==> src/design/fat32_chain_sector_stepper_top_macros.svh <==
// assertion macros for the fat32 chain sector stepper
// used by the top level, no other dependencies
`ifndef FAT32_CHAIN_SECTOR_STEPPER_TOP_MACROS_SVH
`define FAT32_CHAIN_SECTOR_STEPPER_TOP_MACROS_SVH

// same-cycle implication under synchronous active-low reset
`define FCSS_ASSERT_IMPL(label, clk, rstn, ante, cons) \
    label: assert property (@(posedge clk) disable iff (!(rstn)) (ante) |-> (cons)) \
        else $error("fcss check failed");

// next-cycle implication under synchronous active-low reset
`define FCSS_ASSERT_NEXT(label, clk, rstn, ante, cons) \
    label: assert property (@(posedge clk) disable iff (!(rstn)) (ante) |=> (cons)) \
        else $error("fcss check failed");

`endif

==> src/design/fcss_pkg.sv <==
// shared types and constants for the fat32 chain sector stepper
// no dependencies
package fcss_pkg;

    localparam int SECTOR_BYTES = 512;
    localparam int FAT_WORDS    = SECTOR_BYTES / 4;
    localparam int IDX_W        = $clog2(FAT_WORDS);
    localparam int APB_AW       = 4;

    localparam logic [31:0] ENTRY_MASK  = 32'h0fff_ffff;
    localparam logic [31:0] CLUSTER_MIN = 32'h0000_0002;
    localparam logic [31:0] CLUSTER_MAX = 32'h0fff_ffef;

    localparam logic KIND_ADVANCE = 1'b0;
    localparam logic KIND_FILL    = 1'b1;

    typedef enum logic [2:0] {
        ST_SAME    = 3'd0,
        ST_CHAIN   = 3'd1,
        ST_END     = 3'd2,
        ST_FAT_REQ = 3'd3,
        ST_BUSY    = 3'd4
    } status_t;

    typedef enum logic [1:0] {
        REG_DATA_START    = 2'd0,
        REG_FAT_LBA       = 2'd1,
        REG_CLUSTER_SHIFT = 2'd2
    } reg_idx_t;

    typedef struct packed {
        logic [31:0] data_start_lba;
        logic [31:0] fat_lba;
        logic [2:0]  cluster_shift;
    } cfg_t;

    typedef struct packed {
        logic        kind;
        logic [31:0] lba;
        logic [31:0] diff;
        logic [31:0] word;
    } item_t;

    typedef struct packed {
        logic             en;
        logic [IDX_W-1:0] addr;
        logic [31:0]      data;
    } cache_wr_t;

    typedef struct packed {
        logic        valid;
        status_t     status;
        logic [31:0] next_sector;
        logic [31:0] fat_read_lba;
    } result_t;

    typedef struct packed {
        logic pending;
        logic filling;
    } core_stat_t;

endpackage

==> src/design/fcss_step_core.sv <==
// step logic and chain state: cluster math, cache tag, fill tracking
// depends on fcss_pkg, writes the fat cache through a cache_wr_t
module fcss_step_core import fcss_pkg::*; (
    input  logic        aclk,
    input  logic        aresetn,
    input  cfg_t        cfg,
    input  logic        exec,
    input  item_t       item,
    input  logic [31:0] cache_entry,
    output cache_wr_t   cache_wr,
    output result_t     result,
    output core_stat_t  stat
);

    logic             pending_reg, pending_next;
    logic             cache_valid_reg, cache_valid_next;
    logic [31:0]      cache_tag_reg, cache_tag_next;
    logic [31:0]      pend_cl_reg, pend_cl_next;
    logic [IDX_W-1:0] fill_count_reg, fill_count_next;
    logic [31:0]      pend_entry_reg, pend_entry_next;

    logic [31:0]      clus, mask, sec, fill_entry, res_entry, res_cl, ent, chain_next;
    logic             same, hit, last, chain;
    logic [IDX_W-1:0] pend_idx;

    function automatic logic is_data(input logic [31:0] c);
        logic [31:0] m;
        m = c & ENTRY_MASK;
        return (m >= CLUSTER_MIN) && (m <= CLUSTER_MAX);
    endfunction

    always_comb begin
        clus       = (item.diff >> cfg.cluster_shift) + 32'd2;
        mask       = ~(32'hffff_ffff << cfg.cluster_shift);
        same       = (item.diff & mask) != mask;
        sec        = cfg.fat_lba + {{(IDX_W + 2){1'b0}}, clus[29:IDX_W]};
        hit        = cache_valid_reg && (cache_tag_reg == sec);
        last       = fill_count_reg == IDX_W'(FAT_WORDS - 1);
        pend_idx   = pend_cl_reg[IDX_W-1:0];
        fill_entry = (pend_idx == fill_count_reg) ? item.word : pend_entry_reg;

        // one resolver shared by cache hits and fill completion
        res_entry  = (item.kind == KIND_FILL) ? fill_entry : cache_entry;
        res_cl     = (item.kind == KIND_FILL) ? pend_cl_reg : clus;
        ent        = res_entry & ENTRY_MASK;
        chain      = is_data(ent) && (ent != res_cl);
        chain_next = cfg.data_start_lba + ((ent - 32'd2) << cfg.cluster_shift);

        pending_next     = pending_reg;
        cache_valid_next = cache_valid_reg;
        cache_tag_next   = cache_tag_reg;
        pend_cl_next     = pend_cl_reg;
        fill_count_next  = fill_count_reg;
        pend_entry_next  = pend_entry_reg;

        cache_wr.en   = 1'b0;
        cache_wr.addr = fill_count_reg;
        cache_wr.data = item.word;

        result.valid        = 1'b0;
        result.status       = ST_SAME;
        result.next_sector  = 32'd0;
        result.fat_read_lba = 32'd0;

        if (item.kind == KIND_FILL) begin
            if (pending_reg) begin
                cache_wr.en = exec;
                if (pend_idx == fill_count_reg) begin
                    pend_entry_next = item.word;
                end
                if (last) begin
                    fill_count_next  = '0;
                    pending_next     = 1'b0;
                    cache_valid_next = 1'b1;
                    result.valid     = 1'b1;
                    if (chain) begin
                        result.status      = ST_CHAIN;
                        result.next_sector = chain_next;
                    end else begin
                        result.status = ST_END;
                    end
                end else begin
                    fill_count_next = fill_count_reg + IDX_W'(1);
                end
            end
        end else begin
            result.valid = 1'b1;
            if (pending_reg) begin
                result.status = ST_BUSY;
            end else if (same) begin
                result.status      = ST_SAME;
                result.next_sector = item.lba + 32'd1;
            end else if (!is_data(clus)) begin
                result.status = ST_END;
            end else if (hit) begin
                if (chain) begin
                    result.status      = ST_CHAIN;
                    result.next_sector = chain_next;
                end else begin
                    result.status = ST_END;
                end
            end else begin
                cache_valid_next    = 1'b0;
                cache_tag_next      = sec;
                pending_next        = 1'b1;
                pend_cl_next        = clus;
                fill_count_next     = '0;
                result.status       = ST_FAT_REQ;
                result.fat_read_lba = sec;
            end
        end
    end

    always_ff @(posedge aclk) begin
        if (!aresetn) begin
            pending_reg     <= 1'b0;
            cache_valid_reg <= 1'b0;
            cache_tag_reg   <= '0;
            pend_cl_reg     <= '0;
            fill_count_reg  <= '0;
        end else if (exec) begin
            pending_reg     <= pending_next;
            cache_valid_reg <= cache_valid_next;
            cache_tag_reg   <= cache_tag_next;
            pend_cl_reg     <= pend_cl_next;
            fill_count_reg  <= fill_count_next;
        end
    end

    always_ff @(posedge aclk) begin
        if (exec) begin
            pend_entry_reg <= pend_entry_next;
        end
    end

    assign stat.pending = pending_reg;
    assign stat.filling = fill_count_reg != '0;

endmodule

==> config.mk <==
export PLATFORM = sky130hd
export DESIGN_NAME = fcss_step_core
export DESIGN_NICKNAME = d
export VERILOG_FILES = /design/src/design/fat32_chain_sector_stepper_top_macros.svh /design/src/design/fcss_pkg.sv /design/src/design/fcss_step_core.sv
export SDC_FILE = /design/constraint.sdc
export NUM_CORES = 1
export LEC_CHECK = 0
export ABC_AREA = 1
export BUFFER_PORTS_ARGS = -buffer_cell sky130_fd_sc_hd__buf_2
export CAP_MARGIN = 20
export CORE_UTILIZATION = 45
export CTS_CLUSTER_SIZE = 24
export DETAILED_ROUTE_END_ITERATION = 7
export HOLD_SLACK_MARGIN = 0.12
export PLACE_DENSITY = 0.65
export SETUP_SLACK_MARGIN = 0.05
export SLEW_MARGIN = 10
export SYNTH_ARGS = -nofsm -noshare
export SYNTH_HDL_FRONTEND = slang
export SYNTH_SLANG_ARGS = --single-unit
==> constraint.sdc <==
create_clock -name aclk -period 8.25 [get_ports aclk]
set_input_delay 0.825 -clock aclk [delete_from_list [all_inputs] [get_ports aclk]]
set_output_delay 0.825 -clock aclk [all_outputs]
set_load 0.02 [all_outputs]
==> results_tabular.tex <==
\begin{tabular}{lr}
\hline
Metric & Value \\
\hline
\multicolumn{2}{l}{\textbf{Layout}} \\
\quad Layout cell share with drive strength beyond 1 & 14.6\% \\
\quad Most frequent standard cell in the layout excluding fill and tap cells & sky130\_fd\_sc\_hd\_\_nand2\_1 \\
\quad Post-route design area & 0.0185 sq mm \\
\quad Antenna cell count & 0 \\
\quad Commonest non-fill, non-tap cells in the layout & sky130\_fd\_sc\_hd\_\_nand2\_1 (1,038), sky130\_fd\_sc\_hd\_\_nand3\_1 (397), sky130\_fd\_sc\_hd\_\_buf\_2 (296) \\
\quad Final nets & 3,477 \\
\quad Relative area change from synthesis to final layout & 10.7\% \\
\quad Fill count & 4,023 \\
\multicolumn{2}{l}{\textbf{Min path}} \\
\quad Depth of the worst hold-timing path & 2 \\
\quad Tightest Hold Check Type & register to register \\
\multicolumn{2}{l}{\textbf{Floorplan}} \\
\quad Std cell rows & 70 \\
\quad Height of the chip & 195 um \\
\quad Die Area & 0.0379 sq mm \\
\quad Placeable Area & 0.0365 sq mm \\
\quad Starting utilization of the core area & 45.7\% \\
\quad Number of placed I/O pins & 309 \\
\quad Die Width & 195 um \\
\multicolumn{2}{l}{\textbf{Clock tree}} \\
\quad Setup repair bufs after CTS & 0 \\
\quad Reg clk slew, reported paths & 80 ps \\
\quad CTS root buffer & sky130\_fd\_sc\_hd\_\_clkbuf\_16 \\
\quad Total number of clock tree sinks & 101 \\
\quad Number of buffers added by the clock tree synthesis step & 9 \\
\quad Clk buf depth & 2 \\
\quad Maximum level of the CTS H-tree & 3 \\
\quad Hold bufs inserted after CTS & 0 \\
\quad Clock Latency Late Sink & 380 ps \\
\quad TritonCTS clock tree & yes \\
\quad Number of instances resized during post-cts repair & 0 \\
\multicolumn{2}{l}{\textbf{Timing}} \\
\quad Final setup violating endpoints & 0 \\
\quad Fmax & 0.131 GHz \\
\quad Time the worst path needs with I/O delays and setup & 7610 ps \\
\quad Tcrit/Tclk final & 92.2\% \\
\quad Slew Limit Headroom & 37.4\% \\
\quad Slew @ Worst Pin & 933 ps \\
\quad Post-route setup slack & 640 ps \\
\quad Final sum of negative setup slack & 0 ps \\
\quad Setup repair after global routing missed its margin & false \\
\quad Final Slew Violations & 0 \\
\quad Fin Clk Skew & 8.17 ps \\
\quad WHS & 496 ps \\
\quad Final number of hold-violating endpoints & 0 \\
\multicolumn{2}{l}{\textbf{Synthesis}} \\
\quad Number of flops mapped to enable cells by yosys & 28 \\
\quad Post-synth ARST share & 0\% \\
\quad Yosys warning total & 0 \\
\quad Sequential cell area fraction in the yosys report & 13.8\% \\
\quad Average instance area after synthesis & 5.52 sq um \\
\quad Post-synth net total & 3,286 \\
\quad Biggest area consumer among synthesized cells & sky130\_fd\_sc\_hd\_\_nand2\_1 \\
\quad Xor-xnor portion of the synthesized cell area & 5.03\% \\
\quad Summed instance area of the synthesized netlist & 0.0167 sq mm \\
\quad Total of flip-flops plus latches after synthesis & 101 \\
\quad Main synth FF type & sky130\_fd\_sc\_hd\_\_dfxtp\_1 \\
\quad Post-synthesis simple-gate area fraction & 51.8\% \\
\quad Area share of the largest cell type after synthesis & 23.4\% \\
\quad Combinational family with the most area after synthesis & simple AND/OR/NAND/NOR gates \\
\quad Adder-cell share of the synthesized area & 4.96\% \\
\quad Post-synthesis compound-gate area fraction & 12.5\% \\
\quad Top area cells in the synthesized netlist & sky130\_fd\_sc\_hd\_\_nand2\_1 (23\%), sky130\_fd\_sc\_hd\_\_nand3\_1 (12\%), sky130\_fd\_sc\_hd\_\_dfxtp\_1 (8.8\%) \\
\quad Portion of netlist area occupied by mux cells & 0.780\% \\
\quad Number of distinct library cell variants in the gate-level netlist after synthesis & 59 \\
\quad Number of cells produced by synthesis & 3,022 \\
\multicolumn{2}{l}{\textbf{Power}} \\
\quad Reported leakage power & 9.29 nW \\
\quad Proportion of power drawn by combinational gates & 58.6\% \\
\quad Internal portion of total power & 1.17 mW \\
\quad Total power & 2.39 mW \\
\quad Pwr/cell area & 129 mW/mm\^{}2 \\
\quad Worst VDD drop & 0.111 mV \\
\quad Switching component of the power & 1.23 mW \\
\quad Fraction of power consumed by sequential logic & 22.3\% \\
\quad Fraction of power spent switching nets & 51.2\% \\
\quad Clock network power share & 19.0\% \\
\multicolumn{2}{l}{\textbf{GRT}} \\
\quad Maximum number of pins on one net before global-route repair & 77 \\
\quad GRT met3 Usage & 3.77\% \\
\quad Via count of the first global-routing pass & 18,800 \\
\quad Number of antenna violations at the first check in global routing & 0 \\
\quad Leftover overflow at the end of global routing & 0 \\
\quad Overall global routing resource usage & 34.8\% \\
\quad M2 GR Usage & 58.2\% \\
\quad Global Route met1 Usage & 47.1\% \\
\quad Busiest grt layer & met2 \\
\quad First-pass GRT wire length & 103,000 um \\
\multicolumn{2}{l}{\textbf{Critical path}} \\
\quad Crit path largest cell delay & 410 ps \\
\quad Cells on worst reg2reg path & 9 \\
\quad Crit start category & input port \\
\quad Kind of critical path & input port to primary output \\
\quad Library cell appearing most often on the critical path & sky130\_fd\_sc\_hd\_\_nand2\_1 \\
\quad Arrival time of the worst setup path & 6780 ps \\
\quad Slowest cell on crit path & sky130\_fd\_sc\_hd\_\_inv\_2 \\
\quad Nature of the critical path endpoint & primary output \\
\quad Data required time at the worst endpoint & 7420 ps \\
\quad Largest fanout on the critical path & 35 \\
\multicolumn{2}{l}{\textbf{Drt}} \\
\quad Starting DRT DRC Count & 1,882 \\
\quad DR WL/cell & 18.2 um \\
\quad Wirelength, routed & 67,200 um \\
\quad Residual DRC count & 0 \\
\quad Vias/cell & 5.65 \\
\quad Antenna violation net count after detailed routing & 0 \\
\quad Number of iterations in the first detailed-routing pass & 6 \\
\quad Overall via count from detail\_route & 20,800 \\
\multicolumn{2}{l}{\textbf{Placed design}} \\
\quad Routability congestion estimate from global placement & 1.02 \\
\quad DPL Wire Length & 55,300 um \\
\quad Post-placement setup slack & 703 ps \\
\quad Placed standard-cell area & 0.0182 sq mm \\
\quad \# port buffers & 296 \\
\multicolumn{2}{l}{\textbf{Status}} \\
\quad Run status & complete, no violations \\
\multicolumn{2}{l}{\textbf{Job}} \\
\quad Number of maximum-capacitance constraint violations & 0 \\
\hline
\end{tabular}
power by group through the flow:
stage          combinational (mW)  clock, mW  sequential, mW
6_report                     1.40      0.455           0.534
5_1_grt                      1.54      0.477           0.535
4_1_cts                      1.38      0.462           0.534
3_5_place_dp                 1.37          0           0.545
3_3_place_gp                 1.36          0           0.545
2_1_floorplan               0.959          0           0.544
cell usage after synthesis (43+ instances only):
cell                          n
sky130_fd_sc_hd__a21oi_1    124
sky130_fd_sc_hd__buf_4       43
sky130_fd_sc_hd__clkbuf_1    43
sky130_fd_sc_hd__dfxtp_1     73
sky130_fd_sc_hd__ha_1        63
sky130_fd_sc_hd__inv_1      251
sky130_fd_sc_hd__nand2_1   1038
sky130_fd_sc_hd__nand3_1    397
sky130_fd_sc_hd__nand4_1     49
sky130_fd_sc_hd__nor2_1     269
sky130_fd_sc_hd__nor3_1      74
sky130_fd_sc_hd__o21ai_0    141
sky130_fd_sc_hd__or2_2       43
sky130_fd_sc_hd__xor2_1      64
cell type report:
cell class / instances / area, sq um / share of cell area, %
Tap cell: 468 / 586 / 3.17
Inverter: 274 / 1030 / 5.57
Clock buffer: 9 / 225 / 1.22
Multi-Input combinational cell: 2505 / 12500 / 67.9
Timing Repair Buffer: 322 / 1720 / 9.32
Sequential cell: 101 / 2300 / 12.5
Clock inverter: 7 / 63.8 / 0.345
metal layers:
layer | vias up | routed length [um]
met5 | - | 0
li1 | 10300 | -
met1 | 9594 | 30200
met2 | 805 | 30500
met4 | 0 | 1670
met3 | 91 | 4770
worst max-delay path, delay by kind of cell:
family | cells | cell delay [ps]
fa+ha+maj | 3 | 890
compound gates | 3 | 620
buf+inv | 9 | 1430
simple gates | 22 | 2620
xor+xnor | 1 | 370
path summary, 6_finish.rpt:
kind / start / endpoint / slack (ps)
min: cache_valid_reg$_SDFFE_PN0P_ / cache_valid_reg$_SDFFE_PN0P_ / 500
min reg2reg: cache_valid_reg$_SDFFE_PN0P_ / cache_valid_reg$_SDFFE_PN0P_ / 500
max: cfg[0] / result[48] / 640
max reg2reg: pending_reg$_SDFFE_PN0P_ / cache_tag_reg[19]$_SDFFE_PN0P_ / 4930
logic make-up after synthesis:
group,after synthesis
xor+xnor,91
fa+ha+maj,65
buf+inv,416
compound gates,362
flops,101
mux,13
simple gates,1974
per-stage QoR:
step / std cells / utilization, %
floorplan: 3022 / -
global placement: 3668 / 49.7
detailed placement: 3669 / 49.7
CTS: 3685 / 50.5
global route: 3686 / 50.6
finish: 3686 / 50.6
Note: power is estimated with default switching activity, not from simulation.
