==> config.mk <==
export PLATFORM = sky130hd
export DESIGN_NAME = fcss_apb_regs
export DESIGN_NICKNAME = d
export VERILOG_FILES = /design/src/design/fat32_chain_sector_stepper_top_macros.svh /design/src/design/fcss_pkg.sv /design/src/design/fcss_apb_regs.sv
export SDC_FILE = /design/constraint.sdc
export NUM_CORES = 1
export LEC_CHECK = 0
export BUFFER_PORTS_ARGS = -buffer_cell sky130_fd_sc_hd__buf_4
export CORE_ASPECT_RATIO = 1.2
export CORE_MARGIN = 1.5
export CORE_UTILIZATION = 42
export DETAILED_ROUTE_END_ITERATION = 12
export GPL_TIMING_DRIVEN = 0
export PLACE_DENSITY_LB_ADDON = 0.08
export SETUP_SLACK_MARGIN = 0.1
export SLEW_MARGIN = 25
export SYNTH_ARGS = -nofsm -noshare
export SYNTH_HDL_FRONTEND = slang
export SYNTH_SLANG_ARGS = --single-unit
==> constraint.sdc <==
create_clock -name aclk -period 1.15 [get_ports aclk]
set_input_delay 0.23 -clock aclk [delete_from_list [all_inputs] [get_ports aclk]]
set_output_delay 0.23 -clock aclk [all_outputs]
set_load 0.05 [all_outputs]
==> src/design/fat32_chain_sector_stepper_top_macros.svh <==
// assertion macros for the fat32 chain sector stepper
// used by the top level, no other dependencies
`ifndef FAT32_CHAIN_SECTOR_STEPPER_TOP_MACROS_SVH
`define FAT32_CHAIN_SECTOR_STEPPER_TOP_MACROS_SVH

// same-cycle implication under synchronous active-low reset
`define FCSS_ASSERT_IMPL(label, clk, rstn, ante, cons) \
    label: assert property (@(posedge clk) disable iff (!(rstn)) (ante) |-> (cons)) \
        else $error("fcss check failed");

// next-cycle implication under synchronous active-low reset
`define FCSS_ASSERT_NEXT(label, clk, rstn, ante, cons) \
    label: assert property (@(posedge clk) disable iff (!(rstn)) (ante) |=> (cons)) \
        else $error("fcss check failed");

`endif

==> src/design/fcss_pkg.sv <==
// shared types and constants for the fat32 chain sector stepper
// no dependencies
package fcss_pkg;

    localparam int SECTOR_BYTES = 512;
    localparam int FAT_WORDS    = SECTOR_BYTES / 4;
    localparam int IDX_W        = $clog2(FAT_WORDS);
    localparam int APB_AW       = 4;

    localparam logic [31:0] ENTRY_MASK  = 32'h0fff_ffff;
    localparam logic [31:0] CLUSTER_MIN = 32'h0000_0002;
    localparam logic [31:0] CLUSTER_MAX = 32'h0fff_ffef;

    localparam logic KIND_ADVANCE = 1'b0;
    localparam logic KIND_FILL    = 1'b1;

    typedef enum logic [2:0] {
        ST_SAME    = 3'd0,
        ST_CHAIN   = 3'd1,
        ST_END     = 3'd2,
        ST_FAT_REQ = 3'd3,
        ST_BUSY    = 3'd4
    } status_t;

    typedef enum logic [1:0] {
        REG_DATA_START    = 2'd0,
        REG_FAT_LBA       = 2'd1,
        REG_CLUSTER_SHIFT = 2'd2
    } reg_idx_t;

    typedef struct packed {
        logic [31:0] data_start_lba;
        logic [31:0] fat_lba;
        logic [2:0]  cluster_shift;
    } cfg_t;

    typedef struct packed {
        logic        kind;
        logic [31:0] lba;
        logic [31:0] diff;
        logic [31:0] word;
    } item_t;

    typedef struct packed {
        logic             en;
        logic [IDX_W-1:0] addr;
        logic [31:0]      data;
    } cache_wr_t;

    typedef struct packed {
        logic        valid;
        status_t     status;
        logic [31:0] next_sector;
        logic [31:0] fat_read_lba;
    } result_t;

    typedef struct packed {
        logic pending;
        logic filling;
    } core_stat_t;

endpackage

==> src/design/fcss_apb_regs.sv <==
// apb configuration registers of the fat32 chain sector stepper
// depends on fcss_pkg
module fcss_apb_regs import fcss_pkg::*; (
    input  logic              aclk,
    input  logic              aresetn,
    input  logic              psel,
    input  logic              penable,
    input  logic              pwrite,
    input  logic [APB_AW-1:0] paddr,
    input  logic [31:0]       pwdata,
    output logic [31:0]       prdata,
    output logic              pready,
    output cfg_t              cfg
);

    cfg_t     cfg_reg;
    reg_idx_t idx;
    logic     wr_en;

    assign pready = 1'b1;
    assign idx    = reg_idx_t'(paddr[3:2]);
    assign wr_en  = psel && penable && pwrite && pready;
    assign cfg    = cfg_reg;

    always_ff @(posedge aclk) begin
        if (!aresetn) begin
            cfg_reg <= '0;
        end else if (wr_en) begin
            case (idx)
                REG_DATA_START:    cfg_reg.data_start_lba <= pwdata;
                REG_FAT_LBA:       cfg_reg.fat_lba        <= pwdata;
                REG_CLUSTER_SHIFT: cfg_reg.cluster_shift  <= pwdata[2:0];
                default: ;
            endcase
        end
    end

    always_comb begin
        case (idx)
            REG_DATA_START:    prdata = cfg_reg.data_start_lba;
            REG_FAT_LBA:       prdata = cfg_reg.fat_lba;
            REG_CLUSTER_SHIFT: prdata = {29'd0, cfg_reg.cluster_shift};
            default:           prdata = 32'd0;
        endcase
    end

endmodule

==> results of run 1 <==
[cell families after synthesis]
kind of cell | count (synthesis)
muxes | 99
other | 1
buffers and inverters | 27
and+or+nand+nor | 136
DFF | 67
AOI/OAI and AO/OA | 3
[cells in the mapped netlist (all sizes together)]
cell and n:
clkbuf 12, nor2 29, mux2i 99, nor3 1
or3b 1, nand2 102, nand3 1, buf 15
nor2b 1, o21ai 3, conb 1, nor3b 1
dfxtp 67
[repair_timing]
| action | in CTS |
|---|---|
| gates resized for setup | 274 |
| endpoints found under the setup margin | 130 |
| endpoints found under the hold margin | 0 |
| hold buffers | 0 |
| setup buffers | 64 |
| pin swaps | 23 |
[metrics by stage]
stage / setup TNS, ns / hold WS [ns]
after CTS: -6.03 / 0.152
after detailed placement: -21.08 / 0.453
after global placement: -19.97 / 0.449
after floorplan: -4.99 / 0.381
==> metrics.csv, run 1 <==
metric,value,unit
Placed Cells,554,
#FFs+latches synth,67,
Die W,80.6,um
compound-cell area share of the yosys netlist,0.495,%
syn_nets,374,
clock sinks,67,
Ports,141,
num rows,33,
port bufs,134,
DP Area,0.00458,sq mm
Max H-tree Level,3,
DP Wirelength,6.45,mm
Worst EP kind,top-level output,
post-place setup slack,-0.283,ns
largest net degree at the start of global routing,12,
Synth area leader,dfxtp_1,
Yosys top cell area share,44.2,%
maximum clock path buffer count,2,
xor and xnor area share after synthesis,0,%
GRT worst endpoint,prdata[1],
outcome,stopped before the end,
Post-Synth Adder-Cell Area,0,%
Root Buffer,clkbuf_8,
Synth Cell Area,0.00303,sq mm
mean area per synthesized cell,9.10,sq um
Die Y,96.1,um
Synth cell types,15,
largest family of logic cells by synthesized area,multiplexers,
ranking of synthesized cells by area,"dfxtp_1 (44%), mux2i_1 (33%), nand2_1 (13%)",
Synth Warn #,0,
GP Congestion,0.721,
Initial Util,44.0,%
total CTS buffers,9,
sequential share of the synthesized area,44.2,%
Mapped Cells,333,
post-synthesis mux area share,32.7,%
Last stage,global routing,
Post-Synth Simple-Gate Area,17.5,%
Run Error,"[ERROR DPL-0038] Utilization greater than 100%, impossible to legalize",
==> inputs of run 2 (changes only) <==
- CORE_ASPECT_RATIO: 1.2 -> not set
- CORE_UTILIZATION: 42 -> 40
- PLACE_DENSITY_LB_ADDON: 0.08 -> 0.15
- SETUP_SLACK_MARGIN: 0.1 -> not set
- clock period: 1.15 -> 1.5 ns (I/O delays scaled with it)
==> run 2 against run 1 <==
The run now ends clean. Area after synthesis is the same. Synthesized cell count is the same.
==> metrics.csv, run 2 <==
metric,value,unit
die area,0.00811,sq mm
"commonest cells after routing, fill and taps aside","buf_4 (138), nand2_1 (102), mux2i_1 (94)",
Final setup violation count,0,
Period minus WS final,1.44,ns
largest net degree at the start of global routing,11,
r2r worst-path depth,2,
Synth Warn #,0,
First DRT Iteration DRCs,51,
clock-pin slew on the worst setup and hold paths,0.07,ns
CTS Hold Bufs,0,
hold path cells,3,
initial antenna violation count,0,
Die Y,90.1,um
met1 usage,25.7,%
num rows,31,
DRT Pass-1 Iters,4,
register area,0.00134,sq mm
port bufs,134,
RSZ-0062 raised after global routing,false,
CP Class,reg -> out,
maximum clock path buffer count,2,
DR WL/cell,14.7,um
Clock Skew,0,ns
Layout area overhead,49.4,%
largest family of logic cells by synthesized area,multiplexers,
mean area per synthesized cell,9.10,sq um
final hold violations,0,
share of cells above drive strength 1,42.6,%
worst min-delay path startpoint,pwdata[12],
Synth Cell Area,0.00303,sq mm
ranking of synthesized cells by area,"dfxtp_1 (44%), mux2i_1 (33%), nand2_1 (13%)",
Ports,141,
most frequent cell after synthesis,nand2_1,
sequential share of the synthesized area,44.2,%
Max stage delay on crit path,0.37,ns
xor and xnor area share after synthesis,0,%
total CTS buffers,9,
Synth cell types,15,
busiest grt layer,met2,
Post-synth EDFFs,0,
#FFs+latches synth,67,
max reg flops,67,
DR vias/cell,4.75,
top cells by instance count after synthesis,"nand2_1 (102), mux2i_1 (99), dfxtp_1 (67)",
DP Wirelength,6.19,mm
vias in the first global route,2770,
final core occ,62.1,%
clock sinks,67,
compound-cell area share of the yosys netlist,0.495,%
Nets,519,
FILL cells,650,
first-pass GRT wire length,13.6,mm
Synth Flop Type,dfxtp_1,
Die W,90.1,um
syn_nets,374,
CP Capture Type,output pin,
Least-Margin Pin Slew,0.606,ns
post-synthesis mux area share,32.7,%
Pwr Density,799,mW/mm^2
Critical Path Fanout Max,3,
"Power, Total",3.62,mW
gr usage total,21.0,%
outcome,finished clean,
GP Congestion,0.742,
Mapped Cells,333,
routed wire length,8.51,mm
setup bufs post-CTS,0,
Crit Reg-Reg Endpoint,cfg[46],
VDD IR max,0.372,mV
M3 GR Usage,4.48,%
Final Cycle Share,95.8,%
met2 Resource Use GR,35.5,%
CP max stage cell,dfxtp_1,
CTS resizes,9,
DRC violations left,0,
hold crit path type,in -> reg,
WHS Endpoint,cfg[15],
area occupied by multi-input gates,0.00168,sq mm
CP cell instances,"mux2i_1, o21ai_2, buf_4",
FF-to-FF Start,cfg[46],
gr ovfl total,0,
core box area,0.00729,sq mm
vias after detailed routing,2754,
Post-Synth Adder-Cell Area,0,%
fmax,696,MHz
Root Buffer,clkbuf_8,
Max Slew Vio Count,0,
P_leak,2.18,nW
Slew HR,59.5,%
Inserted Diodes,0,
Synth area leader,dfxtp_1,
Initial Util,41.6,%
Max H-tree Level,3,
"most common cell after layout, fill and taps aside",buf_4,
Setup crit start kind,register,
Skew-Pair Late Insertion Delay,0.33,ns
crit path DAT,1.14,ns
Async SR Flop Fraction,0,%
Post-DRT Antenna Nets,0,
CP Data Required Time,1.20,ns
Max Cap Violations,0,
Post-Synth Simple-Gate Area,17.5,%
CTS tree,yes,
slack of the worst reg-to-reg path,0.83,ns
Yosys top cell area share,44.2,%
[run 2: logic make-up after synthesis]
| family | Yosys count |
|---|---|
| AND/OR/NAND/NOR | 136 |
| multiplexers | 99 |
| flip-flops | 67 |
| buffers and inverters | 27 |
| AO/OA/AOI/OAI | 3 |
| other | 1 |
[run 2: power by group]
group / leakage (nW) / total [mW] / switching (mW) / internal (mW)
logic: 1.55 / 0.495 / 0.304 / 0.190
registers: 0.541 / 1.82 / 0.0192 / 1.80
clock network: 0.0843 / 1.30 / 0.634 / 0.670
total: 2.18 / 3.62 / 0.957 / 2.66
[run 2: worst max-delay path: cells and delay by family (launching register included)]
| kind | cells | cell delay [ns] |
|---|---|---|
| muxes | 1 | 0.10 |
| AOI/OAI and AO/OA | 1 | 0.12 |
| DFF | 1 | 0.37 |
| buffers and inverters | 1 | 0.21 |
[run 2: layer usage]
| layer | share of wire (%) | vias to the layer above |
|---|---|---|
| met5 | 0 | - |
| met4 | 1.9 | 0 |
| met3 | 5.2 | 15 |
| met2 | 48 | 84 |
| met1 | 44 | 1273 |
| li1 | - | 1382 |
[run 2: worst max-delay path by stage]
stage | start | end
after floorplan | cfg[3] | prdata[0]
after global placement | paddr[3] | prdata[27]
after detailed placement | paddr[3] | prdata[13]
after CTS | paddr[2] | prdata[11]
after global routing | paddr[3] | prdata[17]
final | cfg[3] | prdata[0]
[run 2: area by class of cell]
type | instances | area share (%)
multi-input combinational | 239 | 37.1
clock inverter | 2 | 0.276
tap | 99 | 2.74
buffer | 27 | 4.61
timing repair buffer | 134 | 22.2
clock buffer | 12 | 3.43
sequential | 67 | 29.6
[run 2: through the flow]
stage | hold slack [ns] | instances | setup WS [ns] | setup TNS [ns] | area (sq um)
2_1_floorplan | 0.462 | 333 | -0.0632 | -1.68 | 3130
3_5_place_dp | 0.465 | 566 | -0.319 | -8.96 | 4260
5_1_grt | 0.245 | 580 | 0.0162 | 0 | 4530
6_report | 0.242 | 580 | 0.0626 | 0 | 4530
4_1_cts | 0.234 | 580 | -0.0490 | -0.237 | 4450
3_3_place_gp | 0.462 | 566 | -0.311 | -8.19 | 4260
(Power assumes the default switching activity.)
==> inputs of run 3 (changes only) <==
- clock period: 1.5 -> 1.7 ns (I/O delays scaled with it)
==> run 3 against run 2 <==
Die area did not move. Critical path type is now in -> out. Largest cell class unchanged. Non-clock buffer count stayed put. Largest power group unchanged. Sequential power decreased by 12%. Critical path depth grew 2. Routed wire length rose by 0.31%. Cell count increased by 0.17%. Utilization shrank 1.1 points. Clock power hardly changed. Via count up 2.3%. Setup slack better by 0.033 ns. Power decreased by 7.7%. First-iteration DRC count rose by 12%.
==> metrics.csv, run 3 (same netlist as run 2, synthesis figures left out) <==
metric,value,unit
outcome,finished clean,
DRC violations left,0,
Final Cycle Share,94.4,%
final core occ,61.0,%
Final setup violation count,0,
fmax,623,MHz
final hold violations,0,
port bufs,134,
Placed Cells,566,
Clock Skew,0,ns
share of cells above drive strength 1,41.1,%
hold crit path type,in -> reg,
met2 Resource Use GR,37.3,%
post-route cell area,0.00445,sq mm
Critical Path Sink,prdata[14],
r2r worst-path depth,2,
slack of the worst reg-to-reg path,1.05,ns
busiest grt layer,met2,
Switching Power,848,uW
Critical Path Fanout Max,10,
CP Class,in -> out,
GP Congestion,0.751,
gr usage total,21.9,%
Max H-tree Level,3,
Max Slew Vio Count,0,
Crit Reg-Reg Endpoint,cfg[28],
crit path launch,paddr[2],
Clk pwr share,39.5,%
die area,0.00811,sq mm
Skew-Pair Late Insertion Delay,0.33,ns
Post-DRT Antenna Nets,0,
Least-Margin Pin Slew,0.620,ns
met1 usage,27.5,%
crit path DAT,1.26,ns
internal power,2.49,mW
P_leak,2.19,nW
vias in the first global route,2818,
First DRT Iteration DRCs,57,
Nets,519,
M3 GR Usage,4.31,%
FF-to-FF Start,cfg[28],
CP Data Required Time,1.36,ns
largest net degree at the start of global routing,11,
DP Area,0.00425,sq mm
RSZ-0062 raised after global routing,false,
DR vias/cell,4.85,
Inserted Diodes,0,
CTS tree,yes,
DR WL/cell,14.7,um
Max Cap Violations,0,
vias after detailed routing,2818,
total CTS buffers,9,
Setup crit start kind,primary input,
Die W,90.1,um
Ports,141,
"commonest cells after routing, fill and taps aside","buf_4 (139), nand2_1 (102), mux2i_1 (99)",
part of the power in registers,48.1,%
routed wire length,8.54,mm
Pwr Density,750,mW/mm^2
VDD IR max,0.397,mV
Setup TNS Final,0,ns
Period minus WS final,1.60,ns
initial antenna violation count,0,
num rows,31,
gr ovfl total,0,
DRT Pass-1 Iters,4,
Initial Util,41.6,%
clock-pin slew on the worst setup and hold paths,0.07,ns
DP Wirelength,6.35,mm
maximum clock path buffer count,2,
max reg flops,67,
Net Sw Frac,25.4,%
"Power, Total",3.34,mW
clock sinks,67,
post-place setup slack,-0.149,ns
Slew HR,58.6,%
non-filler cells in the finished layout,581,
Gate power share,12.4,%
hold_ws,0.281,ns
worst setup margin,0.0956,ns
Die Y,90.1,um
first-pass GRT wire length,14.0,mm
CTS Hold Bufs,0,
"most common cell after layout, fill and taps aside",buf_4,
core box area,0.00729,sq mm
Layout area overhead,46.8,%
CP Capture Type,output pin,
Root Buffer,clkbuf_8,
## run 3: worst min-delay path by stage
stage / slack, ns / to / depth (start not counted) / startpoint
floorplan: 0.50 / cfg[10] / 2 / pwdata[7]
global placement: 0.46 / cfg[54] / 2 / cfg[54]
detailed placement: 0.46 / cfg[52] / 2 / cfg[52]
CTS: 0.27 / cfg[14] / 3 / pwdata[11]
global route: 0.29 / cfg[16] / 3 / pwdata[13]
finish: 0.28 / cfg[14] / 3 / pwdata[11]
## run 3: repair_timing
item / CTS / global route
endpoints found under the setup margin: 30 / 24
pin swaps: 0 / 0
setup buffers: 0 / 0
gates resized for setup: 3 / 3
## run 3: metal layers
layer  part of all wire, %  vias to the layer above
li1                      -                     1390
met1                    45                     1329
met2                    49                       90
met3                   5.4                        9
met4                   1.1                        0
met5                     0                        -
## run 3: final cells by class
type	count	area, sq um
Clock inverter	2	35.0
Buffer	27	163
Sequential cell	67	1340
Timing Repair Buffer	134	1010
Tap cell	99	124
Clock buffer	13	159
Multi-Input combinational cell	239	1620
Fill cell	712	2840
## run 3: power groups by stage
stage | Clock [mW] | Sequential [mW] | Combinational, mW
6_report | 1.32 | 1.61 | 0.415
5_1_grt | 1.43 | 1.61 | 0.441
4_1_cts | 1.34 | 1.61 | 0.418
3_5_place_dp | 0 | 1.64 | 0.416
3_3_place_gp | 0 | 1.64 | 0.412
2_1_floorplan | 0 | 1.71 | 0.190
## run 3: worst max-delay path, stage by stage
cell and delay, ns:
buf_4 0.14, clkbuf_4 0.28, mux2i_1 0.25, nor2_2 0.04, buf_4 0.19
==> inputs of run 4 (changes only) <==
- CORE_MARGIN: 1.5 -> 2
==> run 4 against run 3 <==
First-iteration DRC count shrank 25%. Via count shrank 1.3%. Non-clock buffer count is the same. Sequential power is essentially flat. Sequential cell count is the same.
==> metrics.csv, run 4 (same netlist as run 2, synthesis figures left out) <==
metric,value,unit
routed wire length,8.45,mm
Inserted Diodes,0,
Max Slew Vio Count,0,
final hold violations,0,
Critical Path Fanout Max,10,
DR vias/cell,4.79,
Max H-tree Level,3,
DR WL/cell,14.6,um
DRT Pass-1 Iters,4,
CTS Hold Bufs,0,
Setup crit start kind,primary input,
DP Wirelength,6.30,mm
First DRT Iteration DRCs,43,
post-place setup slack,-0.145,ns
share of cells above drive strength 1,41.4,%
gr ovfl total,0,
Placed Cells,566,
worst setup margin,0.0995,ns
clock-pin slew on the worst setup and hold paths,0.07,ns
die area,0.00829,sq mm
gr usage total,20.4,%
Least-Margin Pin Slew,0.630,ns
Final Cycle Share,94.1,%
CP max stage cell,clkbuf_4,
core box area,0.00729,sq mm
maximum clock path buffer count,2,
Period minus WS final,1.60,ns
Clock Skew,0,ns
Nets,519,
CP Capture Type,output pin,
Max Cap Violations,0,
vias after detailed routing,2781,
vias in the first global route,2786,
Pwr Density,716,mW/mm^2
initial antenna violation count,0,
num rows,31,
Root Buffer,clkbuf_8,
first-pass GRT wire length,13.6,mm
CP Data Required Time,1.36,ns
crit path DAT,1.26,ns
"most common cell after layout, fill and taps aside",buf_4,
CP most frequent cell,buf_4,
hold crit path type,in -> reg,
RSZ-0062 raised after global routing,false,
FILL cells,692,
VDD IR max,0.465,mV
"commonest cells after routing, fill and taps aside","buf_4 (141), nand2_1 (102), mux2i_1 (99)",
Die W,91.1,um
clock sinks,67,
GP Congestion,0.724,
CP cell instances,"buf_4, clkbuf_4, mux2i_1, o21ai_2, buf_4",
P_leak,2.18,nW
hold path cells,3,
outcome,finished clean,
Final setup violation count,0,
max reg flops,67,
CTS tree,yes,
Skew-Pair Late Insertion Delay,0.32,ns
Layout area overhead,45.9,%
Die Y,91.1,um
"Power, Total",3.17,mW
total CTS buffers,9,
Initial Util,41.6,%
CP Class,in -> out,
largest net degree at the start of global routing,11,
Post-DRT Antenna Nets,0,
DRC violations left,0,
Slew HR,57.9,%
Max stage delay on crit path,0.27,ns
r2r worst-path depth,2,
non-filler cells in the finished layout,580,
port bufs,134,
Ports,141,
fmax,625,MHz
[run 4: changes by cell type in the layout (fill, tap and decap cells not counted)]
cell / delta
buf_4: +2
clkbuf_1: -2
clkinv_2: +2
clkbuf_4: -2
bufinv_16: -1
[run 4: final cells by class]
type | count | area [sq um] | area share (%)
flip-flops and latches | 67 | 1340 | 30.3
repair buffers | 134 | 1010 | 22.7
plain buffers | 27 | 163 | 3.68
clock buffers | 11 | 151 | 3.42
well taps | 99 | 124 | 2.80
clock inverters | 3 | 15.0 | 0.339
multi-input cells | 239 | 1620 | 36.7
[run 4: path summary, 6_finish.rpt]
kind / start / end / slack (ns)
max: paddr[2] / prdata[1] / 0.1
min: pwdata[13] / cfg[16] / 0.29
max reg2reg: cfg[6] / cfg[6] / 1.04
min reg2reg: cfg[17] / cfg[17] / 0.47
[run 4: timing repair]
item,CTS,global route
gates cloned,0,0
setup buffers,0,0
endpoints found under the setup margin,30,10
gates resized for setup,5,1
[run 4: layer usage]
| layer | track usage (%) | vias to the layer above | routed length (um) |
|---|---|---|---|
| met4 | 7.58 | 0 | 116 |
| met5 | 0 | - | 0 |
| met3 | 4.15 | 10 | 425 |
| met2 | 34.9 | 82 | 4130 |
| li1 | - | 1383 | - |
| met1 | 25.4 | 1306 | 3780 |
[run 4: through the flow]
| stage | util, % | hold slack [ns] | setup TNS [ns] | area (sq um) |
|---|---|---|---|---|
| 3_5_place_dp | 58.2 | 0.467 | -3.19 | 4250 |
| 3_3_place_gp | 58.2 | 0.461 | -3.03 | 4250 |
| 5_1_grt | 60.7 | 0.290 | 0 | 4420 |
| 6_report | 60.7 | 0.288 | 0 | 4420 |
| 4_1_cts | 60.6 | 0.279 | 0 | 4420 |
| 2_1_floorplan | - | 0.502 | 0 | 3120 |
[run 4: worst max-delay path, delay by kind of cell]
kind | cells | cell delay [ns]
AOI/OAI and AO/OA | 1 | 0.06
buffers and inverters | 3 | 0.61
muxes | 1 | 0.24
[run 4: where the power goes]
part | internal [mW] | switching [mW] | leakage (nW)
sequential | 1.59 | 0.0164 | 0.541
combinational | 0.153 | 0.261 | 1.55
clock | 0.586 | 0.560 | 0.0908
